`src/rmv_pkg.sv`:
```
// Shared types and constants for the running mean and variance block.
// No dependencies; used by running_mean_variance.
`timescale 1ns / 1ps

package rmv_pkg;

   localparam int SAMPLE_BITS        = 16;
   localparam int MEAN_BITS          = 24;
   localparam int VAR_BITS           = 32;
   localparam int COUNT_OUT_BITS     = 24;
   localparam int MAG_BITS           = 24;  // magnitude of x - mean, always below 2^24
   localparam int DIV_BITS           = 32;  // dividend width of the serial divider
   localparam int FRAC_SHIFT         = 16;  // d^2 is Q16.32, variance is Q16.16
   localparam int COUNT_BITS_DEFAULT = 24;
   localparam int CSR_INDEX_BITS     = 2;
   localparam int CSR_DATA_BITS      = 32;

   localparam logic [CSR_INDEX_BITS-1:0] CSR_INIT_MEAN     = 2'd0;
   localparam logic [CSR_INDEX_BITS-1:0] CSR_INIT_VARIANCE = 2'd1;

   typedef struct packed {
      logic                          mode;
      logic signed [SAMPLE_BITS-1:0] sample;
   } req_type;

   typedef struct packed {
      logic signed [MEAN_BITS-1:0] mean_out;
      logic [VAR_BITS-1:0]         variance_out;
      logic [COUNT_OUT_BITS-1:0]   count_out;
      logic                        variance_saturated;
   } rsp_type;

   typedef enum logic [2:0] {
      ST_IDLE,
      ST_DIV_MEAN,
      ST_DIV_VAR,
      ST_DIV_SQ,
      ST_FINISH
   } state_type;

endpackage

```
`src/running_mean_variance.sv`:
```
// A sample word's result is presented after its three divisions and the commit in
// ST_FINISH; a restart word goes straight to ST_FINISH. The commit waits while an
// untaken result holds the output register, and a new word is accepted only after it.
// The sample rate is set by the single bit-serial restoring divider, one quotient bit a
// cycle, run three times per sample; the 24-step shift-add squarer overlaps the
// first division. Reset (synchronous, active high) clears mean, variance and
// registers to zero, sets the count to 1 and drops any pending result.
`timescale 1ns / 1ps

module running_mean_variance #(
   parameter int COUNT_BITS = rmv_pkg::COUNT_BITS_DEFAULT
) (
   input  logic                                clock,
   input  logic                                reset,
   input  logic                                req_valid,
   output logic                                req_ready,
   input  rmv_pkg::req_type                    req_data,
   output logic                                rsp_valid,
   input  logic                                rsp_ready,
   output rmv_pkg::rsp_type                    rsp_data,
   input  logic                                csr_we,
   input  logic [rmv_pkg::CSR_INDEX_BITS-1:0]  csr_index,
   input  logic [rmv_pkg::CSR_DATA_BITS-1:0]   csr_wdata
);

   localparam int MB = rmv_pkg::MEAN_BITS;
   localparam int VB = rmv_pkg::VAR_BITS;
   localparam int AB = rmv_pkg::MAG_BITS;
   localparam int DB = rmv_pkg::DIV_BITS;
   localparam int STEP_BITS = $clog2(DB + 1);
   localparam logic [COUNT_BITS-1:0] COUNT_MAX = {COUNT_BITS{1'b1}};

   // Control state
   rmv_pkg::state_type state_ff, state_in;
   logic [STEP_BITS-1:0] step_ff, step_in;
   logic                 rsp_valid_ff, rsp_valid_in;

   // Configuration and running statistics
   logic [MB-1:0]         init_mean_ff, init_mean_in;
   logic [VB-1:0]         init_var_ff, init_var_in;
   logic [MB-1:0]         run_mean_ff, run_mean_in;
   logic [VB-1:0]         run_var_ff, run_var_in;
   logic [COUNT_BITS-1:0] count_ff, count_in;

   // Per-word working registers
   logic [COUNT_BITS-1:0] n_ff, n_in;
   logic                  neg_ff, neg_in;
   logic [AB-1:0]         ad_ff, ad_in;
   logic [AB-1:0]         prod_hi_ff, prod_hi_in;
   logic [AB-1:0]         prod_lo_ff, prod_lo_in;
   logic [COUNT_BITS-1:0] div_rem_ff, div_rem_in;
   logic [DB-1:0]         div_quo_ff, div_quo_in;
   logic [COUNT_BITS-1:0] div_den_ff, div_den_in;
   logic [MB-1:0]         mean_new_ff, mean_new_in;
   logic [VB-1:0]         t1_ff, t1_in;
   logic [VB-1:0]         var_new_ff, var_new_in;
   logic                  sat_new_ff, sat_new_in;

   rmv_pkg::rsp_type rsp_ff, rsp_in;

   // Datapath helpers
   logic [COUNT_BITS:0]   div_shift;
   logic [COUNT_BITS:0]   div_diff;
   logic                  div_ge;
   logic [AB:0]           mul_sum;
   logic [AB:0]           x_ext, m_ext, d_ext, ad_ext;
   logic [COUNT_BITS-1:0] n_next;
   logic [AB:0]           q_signed, mean_sum;
   logic [VB:0]           var_sum;
   logic [rmv_pkg::COUNT_OUT_BITS-1:0] count_trim;
   logic                  accept;
   logic                  commit;

   assign req_ready = (state_ff == rmv_pkg::ST_IDLE);
   assign rsp_valid = rsp_valid_ff;
   assign rsp_data  = rsp_ff;
   assign accept    = req_valid && req_ready;

   // count_out carries the low bits of the count, zero-extended if it is narrower
   generate
      if (COUNT_BITS >= rmv_pkg::COUNT_OUT_BITS) begin : g_trim
         assign count_trim = n_ff[rmv_pkg::COUNT_OUT_BITS-1:0];
      end else begin : g_extend
         assign count_trim = {{(rmv_pkg::COUNT_OUT_BITS - COUNT_BITS){1'b0}}, n_ff};
      end
   endgenerate

   // One restoring-divide step: shift in the next dividend bit, subtract if it fits
   assign div_shift = {div_rem_ff, div_quo_ff[DB-1]};
   assign div_ge    = div_shift >= {1'b0, div_den_ff};
   assign div_diff  = div_shift - {1'b0, div_den_ff};

   // One shift-add squaring step on |d|
   assign mul_sum = {1'b0, prod_hi_ff} + (prod_lo_ff[0] ? {1'b0, ad_ff} : {(AB + 1){1'b0}});

   // Front end: sample as Q8.16, deviation from the current mean and the new count
   assign x_ext  = {req_data.sample[rmv_pkg::SAMPLE_BITS-1], req_data.sample, 8'b0};
   assign m_ext  = {run_mean_ff[MB-1], run_mean_ff};
   assign d_ext  = x_ext - m_ext;
   assign ad_ext = d_ext[AB] ? ((AB + 1)'(0) - d_ext) : d_ext;
   assign n_next = (count_ff == COUNT_MAX) ? COUNT_MAX : count_ff + COUNT_BITS'(1);

   // Mean step: quotient of |d| / n with the sign of d, truncating toward zero
   assign q_signed = neg_ff ? ((AB + 1)'(0) - {1'b0, div_quo_ff[AB-1:0]})
                            : {1'b0, div_quo_ff[AB-1:0]};
   assign mean_sum = {run_mean_ff[MB-1], run_mean_ff} + q_signed;

   // Variance sum: first term plus d^2 / n, with carry as the saturation flag
   assign var_sum = {1'b0, t1_ff} + {1'b0, div_quo_ff};

   assign commit = (state_ff == rmv_pkg::ST_FINISH) && (!rsp_valid_ff || rsp_ready);

   always_ff @(posedge clock) begin
      if (reset) begin
         state_ff     <= rmv_pkg::ST_IDLE;
         step_ff      <= '0;
         rsp_valid_ff <= 1'b0;
         init_mean_ff <= '0;
         init_var_ff  <= '0;
         run_mean_ff  <= '0;
         run_var_ff   <= '0;
         count_ff     <= COUNT_BITS'(1);
      end else begin
         state_ff     <= state_in;
         step_ff      <= step_in;
         rsp_valid_ff <= rsp_valid_in;
         init_mean_ff <= init_mean_in;
         init_var_ff  <= init_var_in;
         run_mean_ff  <= run_mean_in;
         run_var_ff   <= run_var_in;
         count_ff     <= count_in;
      end
   end

   always_ff @(posedge clock) begin
      n_ff        <= n_in;
      neg_ff      <= neg_in;
      ad_ff       <= ad_in;
      prod_hi_ff  <= prod_hi_in;
      prod_lo_ff  <= prod_lo_in;
      div_rem_ff  <= div_rem_in;
      div_quo_ff  <= div_quo_in;
      div_den_ff  <= div_den_in;
      mean_new_ff <= mean_new_in;
      t1_ff       <= t1_in;
      var_new_ff  <= var_new_in;
      sat_new_ff  <= sat_new_in;
      rsp_ff      <= rsp_in;
   end

   always_comb begin
      state_in     = state_ff;
      step_in      = step_ff;
      rsp_valid_in = rsp_valid_ff;
      init_mean_in = init_mean_ff;
      init_var_in  = init_var_ff;
      run_mean_in  = run_mean_ff;
      run_var_in   = run_var_ff;
      count_in     = count_ff;
      n_in         = n_ff;
      neg_in       = neg_ff;
      ad_in        = ad_ff;
      prod_hi_in   = prod_hi_ff;
      prod_lo_in   = prod_lo_ff;
      div_rem_in   = div_rem_ff;
      div_quo_in   = div_quo_ff;
      div_den_in   = div_den_ff;
      mean_new_in  = mean_new_ff;
      t1_in        = t1_ff;
      var_new_in   = var_new_ff;
      sat_new_in   = sat_new_ff;
      rsp_in       = rsp_ff;

      // Register writes; unknown indexes drop silently
      if (csr_we) begin
         case (csr_index)
            rmv_pkg::CSR_INIT_MEAN:     init_mean_in = csr_wdata[MB-1:0];
            rmv_pkg::CSR_INIT_VARIANCE: init_var_in  = csr_wdata[VB-1:0];
            default: ;
         endcase
      end

      // Release the result word once taken
      if (rsp_valid_ff && rsp_ready) begin
         rsp_valid_in = 1'b0;
      end

      case (state_ff)
         rmv_pkg::ST_IDLE: begin
            if (accept) begin
               if (req_data.mode) begin
                  // Restart: load initial values, then commit in ST_FINISH
                  mean_new_in = init_mean_ff;
                  var_new_in  = init_var_ff;
                  n_in        = COUNT_BITS'(1);
                  sat_new_in  = 1'b0;
                  state_in    = rmv_pkg::ST_FINISH;
               end else begin
                  // Sample: start |d| / n and the squaring of |d| together
                  n_in        = n_next;
                  neg_in      = d_ext[AB];
                  ad_in       = ad_ext[AB-1:0];
                  prod_hi_in  = '0;
                  prod_lo_in  = ad_ext[AB-1:0];
                  div_rem_in  = '0;
                  div_quo_in  = {{(DB - AB){1'b0}}, ad_ext[AB-1:0]};
                  div_den_in  = n_next;
                  step_in     = '0;
                  state_in    = rmv_pkg::ST_DIV_MEAN;
               end
            end
         end

         rmv_pkg::ST_DIV_MEAN, rmv_pkg::ST_DIV_VAR, rmv_pkg::ST_DIV_SQ: begin
            if (step_ff != STEP_BITS'(DB)) begin
               // Advance the divider one quotient bit
               div_rem_in = div_ge ? div_diff[COUNT_BITS-1:0] : div_shift[COUNT_BITS-1:0];
               div_quo_in = {div_quo_ff[DB-2:0], div_ge};
               step_in    = step_ff + STEP_BITS'(1);
               if (state_ff == rmv_pkg::ST_DIV_MEAN && step_ff < STEP_BITS'(AB)) begin
                  prod_hi_in = mul_sum[AB:1];
                  prod_lo_in = {mul_sum[0], prod_lo_ff[AB-1:1]};
               end
            end else begin
               step_in    = '0;
               div_rem_in = '0;
               if (state_ff == rmv_pkg::ST_DIV_MEAN) begin
                  // Hold the new mean; divide the variance by n - 1 next
                  mean_new_in = mean_sum[MB-1:0];
                  div_quo_in  = run_var_ff;
                  div_den_in  = n_ff - COUNT_BITS'(1);
                  state_in    = rmv_pkg::ST_DIV_VAR;
               end else if (state_ff == rmv_pkg::ST_DIV_VAR) begin
                  // var * (n-2) / (n-1), floored, is var - ceil(var / (n-1))
                  t1_in      = run_var_ff - div_quo_ff - VB'(div_rem_ff != '0);
                  // d^2 / (n * 2^16) is floor(d^2 / 2^16) / n
                  div_quo_in = {prod_hi_ff, prod_lo_ff[AB-1:rmv_pkg::FRAC_SHIFT]};
                  div_den_in = n_ff;
                  state_in   = rmv_pkg::ST_DIV_SQ;
               end else begin
                  var_new_in = var_sum[VB] ? {VB{1'b1}} : var_sum[VB-1:0];
                  sat_new_in = var_sum[VB];
                  state_in   = rmv_pkg::ST_FINISH;
               end
            end
         end

         rmv_pkg::ST_FINISH: begin
            // Commit the statistics once the output register is free
            if (commit) begin
               run_mean_in                = mean_new_ff;
               run_var_in                 = var_new_ff;
               count_in                   = n_ff;
               rsp_in.mean_out            = mean_new_ff;
               rsp_in.variance_out        = var_new_ff;
               rsp_in.count_out           = count_trim;
               rsp_in.variance_saturated  = sat_new_ff;
               rsp_valid_in               = 1'b1;
               state_in                   = rmv_pkg::ST_IDLE;
            end
         end

         default: begin
            state_in = rmv_pkg::ST_IDLE;
         end
      endcase
   end

endmodule
```
`config.mk`:
```
export PLATFORM = sky130hd
export DESIGN_NAME = running_mean_variance
export DESIGN_NICKNAME = d
export VERILOG_FILES = /design/src/rmv_pkg.sv /design/src/running_mean_variance.sv
export SDC_FILE = /design/constraint.sdc
export NUM_CORES = 1
export LEC_CHECK = 0
export ABC_AREA = 1
export BUFFER_PORTS_ARGS = -buffer_cell sky130_fd_sc_hd__buf_2
export CELL_PAD_IN_SITES_DETAIL_PLACEMENT = 1
export CELL_PAD_IN_SITES_GLOBAL_PLACEMENT = 1
export CORE_AREA = 8 8 272 274
export DETAILED_ROUTE_END_ITERATION = 10
export DIE_AREA = 0 0 280 282
export PLACE_DENSITY_LB_ADDON = 0.1
export SLEW_MARGIN = 40
export SYNTH_ARGS = -nofsm -noshare
export SYNTH_HDL_FRONTEND = slang
export SYNTH_SLANG_ARGS = --single-unit
```
`constraint.sdc`:
```
create_clock -name clock -period 3.95 [get_ports clock]
set_input_delay 0.9875 -clock clock [delete_from_list [all_inputs] [get_ports clock]]
set_output_delay 0.9875 -clock clock [all_outputs]
set_load 0.005 [all_outputs]
```
* Word level (Yosys, flattened, before mapping)
Index checks and enable logic that the tools add are counted.
** Word-level totals
- Output and inout bits :: 83
- Word-level logic and storage cells :: 145
- Input bits :: 56
- Register bits after elaboration :: 493
** Cells by class
- Muxes and demuxes :: 61
- Reduce and logical (&&, ||, !) cells :: 24
- Eq/ne operators :: 19
- Bitwise gates (word level) :: 3
- Add/sub/neg operators :: 12
- Order comparisons :: 2
** Operators with widths (count)
- $mux 24 :: 23
- $mux 32 :: 11
- $pmux 24 s2 :: 5
- $pmux 32 s2 :: 2
- $sub 1x24->24 const A :: 2
- $add 32x32->33 :: 1
- $sub 32x1->32 :: 1
- $sub 32x32->32 :: 1
- $add 24x24->25 :: 1
- $ge 25x24->1 :: 1
- $sub 24x24->25 :: 1
- $add 24x1->24 const B :: 1
- $add 24x24->24 :: 1
- $eq 24x24->1 const B :: 1
- $reduce_bool 24->1 :: 1
- $sub 24x1->24 const B :: 1
- $sub 24x24->24 :: 1
- $mux 3 :: 6
- $mux 6 :: 3
- $ne 2x2->1 const B :: 8
- $reduce_and 5->1 :: 3
- $pmux 6 s2 :: 1
- $pmux 3 s3 :: 1
- $reduce_and 3->1 :: 3
- other kinds (23) :: 41

* Depth between registers and ports, before layout
- Depth in word-level cells :: 6
- Mapped depth :: 24
- Depth with buffers taken out :: 24

* Least setup slack after synthesis
Ideal clock, no wire load.
- Kind :: input to register
- Start :: input rsp_ready
- End :: register rsp_ff (netlist bit rsp_data[0]) (enable)
- Path buffers :: 1
- Stages :: 3
- Path slack :: -0.271 ns
- Setup time :: 0.476 ns
- Required time :: 3.474 ns
- Arrival time :: 3.745 ns
- Cell sequence :: nor2_1 > nor2_1 > clkbuf_1
** On the way
- Cells in the longest elaborated chain, start to end :: 3
** RTL lines
- start, declared :: line running_mean_variance.sv:19 : input logic rsp_ready,
- $logic_or 1x1->1 :: line running_mean_variance.sv:111 : assign commit = (state_ff == rmv_pkg::ST_FINISH) && (!rsp_valid_ff || rsp_ready);
- $logic_and 1x1->1 :: line running_mean_variance.sv:111
- $reduce_and 2->1 (no source line)
- end signal, assigned :: line running_mean_variance.sv:148 : rsp_ff <= rsp_in;
- end, declared :: line running_mean_variance.sv:59 : rmv_pkg::rsp_type rsp_ff, rsp_in;
Every way passes these cells.
A chain may end at the register's enable or synchronous reset.

* Worst setup path in the final report
- Start :: register div_rem_ff[12]
- End :: register t1_ff[26], data pin
** On the way
- Cells in the longest elaborated chain, start to end :: 2
** RTL lines
- start, declared :: line running_mean_variance.sv:51 : logic [COUNT_BITS-1:0] div_rem_ff, div_rem_in;
- start signal, assigned :: line running_mean_variance.sv:141 : div_rem_ff <= div_rem_in;
- $reduce_bool 24->1 :: line running_mean_variance.sv:235 : t1_in = run_var_ff - div_quo_ff - VB'(div_rem_ff != '0);
- $sub 32x1->32 :: line running_mean_variance.sv:235
- end signal, assigned :: line running_mean_variance.sv:145 : t1_ff <= t1_in;
- end, declared :: line running_mean_variance.sv:55 : logic [VB-1:0] t1_ff, t1_in;
Every way passes these cells.

==> reports/metrics.csv <==
stage,metric,value,unit
worst_hold_path,hold_depth,0,
synth,async_flop_share,0,
sta,grt_setup_unrepaired,yes,
floorplan,start_util,0.4249,
detailed_routing,drt_iter0_markers,1344,
layout,fill_cells,8372,
detailed_routing,ant_nets,0,
sta,hold_ws,0.4335,ns
critical_path,reg2reg_from,div_rem_ff[12]$_SDFFCE_PN0P_,
detailed_routing,routed_via_density,5.362,
detailed_routing,num_vias,25980,
critical_path,cp.required,4.33,ns
sta,drv_slew,0,
sta,final_hold_viol_count,0,
detailed_routing,routedWlPerCell,21.47,um
layout,drive_gt1_frac,0.1278,
floorplan,num_rows,97,
critical_path,crit_type,flip-flop to flip-flop,
place,numPortBuffers,138,
synth,synthFlopType,edfxtp_1,
sta,max_freq,238.4,MHz
power,p_leak,15.17,nW
synth,synth_edf_count,347,
critical_path,reg2reg_slack,-0.24,ns
place,dp_hpwl,80100,um
layout,finalNonFillerCells,4845,
synth,postSynthAreaPerCell,8.128,um2
detailed_routing,drcViolationCount,0,
place,gp_congestion,0.8962,
detailed_routing,drtPass1Iterations,7,
power,ir_drop,0.4311,mV
worst_hold_path,hp-start,sat_new_ff$_SDFFCE_PP0P_,
run,maxCapViolations,0,
floorplan,io_pins,139,
power,power,35.45,mW
clocking,clock_sinks,493,
status,violations,setup timing,
grt,grt.total_usage,0.2572,
synth,yosysSeqAreaShare,0.4516,
clocking,tritoncts,yes,
floorplan,die_area,0.07896,mm2
clocking,path_clk_slew,0.07,ns
synth,syn-num-nets,3883,
layout,nNetsFinal,4105,
floorplan,core-area,0.06954,mm2
grt,grt_max_degree,99,
synth,yosysWarnings,0,
grt,antenna_found_initial,0,
critical_path,reg2regPathDepth,23,
critical_path,cp-end-kind,flip-flop,
synth,yosysUniqueCellTypes,62,
layout,final_area,0.03424,mm2
status,status,"finished, violations left",
worst_hold_path,hold_end,rsp_data[0]$_DFFE_PP_,
detailed_routing,routed_wirelength,104000,um
layout,n_antenna_cell,0,
synth,yosysTopAreaCellShare,0.3527,
clocking,h-tree-depth,2,
sta,setup_ws,-0.2446,ns
sta,finClkSkew,0.01756,ns
floorplan,die_h,282,um
sta,tightest_slew,0.8323,ns
sta,slew_headroom,0.4431,
layout,area_delta_synth_final,15.89,%
place,dp_cells,4720,
synth,yosysTopAreaCell,edfxtp_1,
grt,grt_remaining_overflow,0,
clocking,numCtsBuffers,56,
synth,synth-seq-cells,493,
layout,final_util,0.4924,
sta,tns,-1.163,ns
critical_path,worstPathMaxFanout,2,
grt,grt_pass1_wl,158500,um
layout,final_common_cell,nand2_1,
synth,syn-cell-area,0.02955,mm2
worst_hold_path,hold_class,flip-flop to flip-flop,
critical_path,critPathLaunchType,flip-flop,
place,dp_slack,-0.7155,ns
sta,fin_crit,4.195,ns
critical_path,crit_arrival,4.58,ns
layout,multi_input_area,0.01435,mm2
clocking,clock_latency,0.63,ns
synth,synthesis.instances,3635,
layout,final_cell_mix,"725 x nand2_1, 479 x inv_1, 456 x nor2_1",
power,power_density,1035,mW/mm2
layout,seqCellArea,0.01334,mm2
sta,finalCritPeriodShare,1.062,
sta,setup_viol,9,
critical_path,r2r_end,t1_ff[26]$_DFFE_PP_,
grt,grt_pass1_vias,27370,
synth,netlist_top_cells_area,"edfxtp_1 35%, dfxtp_1 9.9%, nand2_1 9.4%",
place,placed_area,0.03189,mm2
clocking,clock-root-buffer,clkbuf_16,
clocking,clock_path_buffers,3,
floorplan,die_w,280,um
-- state kept, by name, indices dropped and copies added, names as in the netlist --
signal	cells
run_var_ff	32
run_mean_ff	24
t1_ff	32
div_den_ff	24
init_var_ff	32
neg_ff	1
sat_new_ff	1
init_mean_ff	24
var_new_ff	32
count_trim	24
rsp_data	81
count_ff	24
step_ff	6
rsp_valid	1
state_ff	3
div_rem_ff	24
prod_lo_ff	24
mean_new_ff	24
prod_hi_ff	24
ad_ff	24
div_quo_ff	32
-- final cells by class --
type | count | area share
Tap cell | 940 | 0.03435
Timing Repair Buffer | 257 | 0.04779
Clock inverter | 36 | 0.01012
Clock buffer | 70 | 0.04483
Inverter | 493 | 0.05415
Sequential cell | 493 | 0.3897
Multi-Input combinational cell | 2556 | 0.4191
-- cell families (layout without fill, tap and decap cells) --
group | Yosys count | count (layout) | share of synthesized area
compound gates | 758 | 758 | 0.1401
xor+xnor | 159 | 159 | 0.04853
fa+ha+maj | 192 | 192 | 0.08283
buf+inv | 586 | 856 | 0.07601
flops | 493 | 493 | 0.4516
simple gates | 1447 | 1447 | 0.2010
-- where the power goes --
group          internal, mW  switching (mW)  total (mW)
sequential             8.48            1.40        9.88
clock                  3.10            2.31        5.40
combinational          6.92            13.3        20.2
-- worst max path at each step --
stage,end,depth (start not counted),start
floorplan,t1_ff[26]$_DFFE_PP_,23,div_rem_ff[4]$_SDFFCE_PN0P_
global placement,t1_ff[26]$_DFFE_PP_,24,div_rem_ff[4]$_SDFFCE_PN0P_
detailed placement,t1_ff[26]$_DFFE_PP_,24,div_rem_ff[5]$_SDFFCE_PN0P_
CTS,t1_ff[26]$_DFFE_PP_,24,div_rem_ff[6]$_SDFFCE_PN0P_
global route,t1_ff[26]$_DFFE_PP_,24,div_rem_ff[4]$_SDFFCE_PN0P_
finish,t1_ff[26]$_DFFE_PP_,23,div_rem_ff[12]$_SDFFCE_PN0P_
-- repair_timing --
| item | CTS | global route |
|---|---|---|
| buffers inserted | 6 | 13 |
| pin swaps | 14 | 37 |
| endpoints found under the setup margin | 27 | 33 |
| resized for setup | 23 | 75 |
| hold buffers | 0 | 0 |
-- layer usage --
layer,vias up,track usage,wire length (um)
li1,12510,-,-
met1,12800,0.3189,44860
met2,522,0.4644,51710
met3,148,0.02838,3956
met4,0,0.08272,3504
met5,-,0,0
-- Yosys cell counts (3+ instances only) --
cell and number:
a21boi_0 10, a21o_1 18, a21oi_1 283, a221oi_1 3, a22oi_1 3, a31oi_1 25, a32oi_1 5, and3_1 4
buf_1 6, buf_2 3, buf_4 3, clkbuf_1 78, dfxtp_1 146, edfxtp_1 347, fa_1 6, ha_1 186
inv_1 487, inv_2 6, nand2_1 740, nand2_2 8, nand3_1 102, nand3_2 4, nand3b_1 6, nand4_1 26
nor2_1 466, nor2_2 14, nor2_4 3, nor3_1 39, nor4_1 15, o211ai_1 8, o21a_1 14, o21ai_0 319
o21ai_1 18, o21ai_2 4, o21bai_1 15, o221ai_1 4, o22a_1 9, o22ai_1 8, or2_2 11, xnor2_1 51
xor2_1 104
-- worst max-delay path, stage by stage (launching register included) --
cell and delay [ns]:
edfxtp_1 0.41, nor4_2 0.31, and3_1 0.27, nand4_1 0.17, buf_6 0.18, fa_1 0.51, inv_1 0.05, ha_2 0.17
or2_4 0.25, fa_2 0.39, o21ai_1 0.12, nand2_1 0.08, nand2_1 0.08, nand2_2 0.07, a21oi_2 0.17, inv_1 0.07
nand2_2 0.06, nand2_2 0.05, a21boi_2 0.19, o21ai_2 0.09, nand2_1 0.09, nand2_1 0.05, nand2_1 0.07, nand2_1 0.05
No activity file was read; power rests on OpenSTA's default activity.
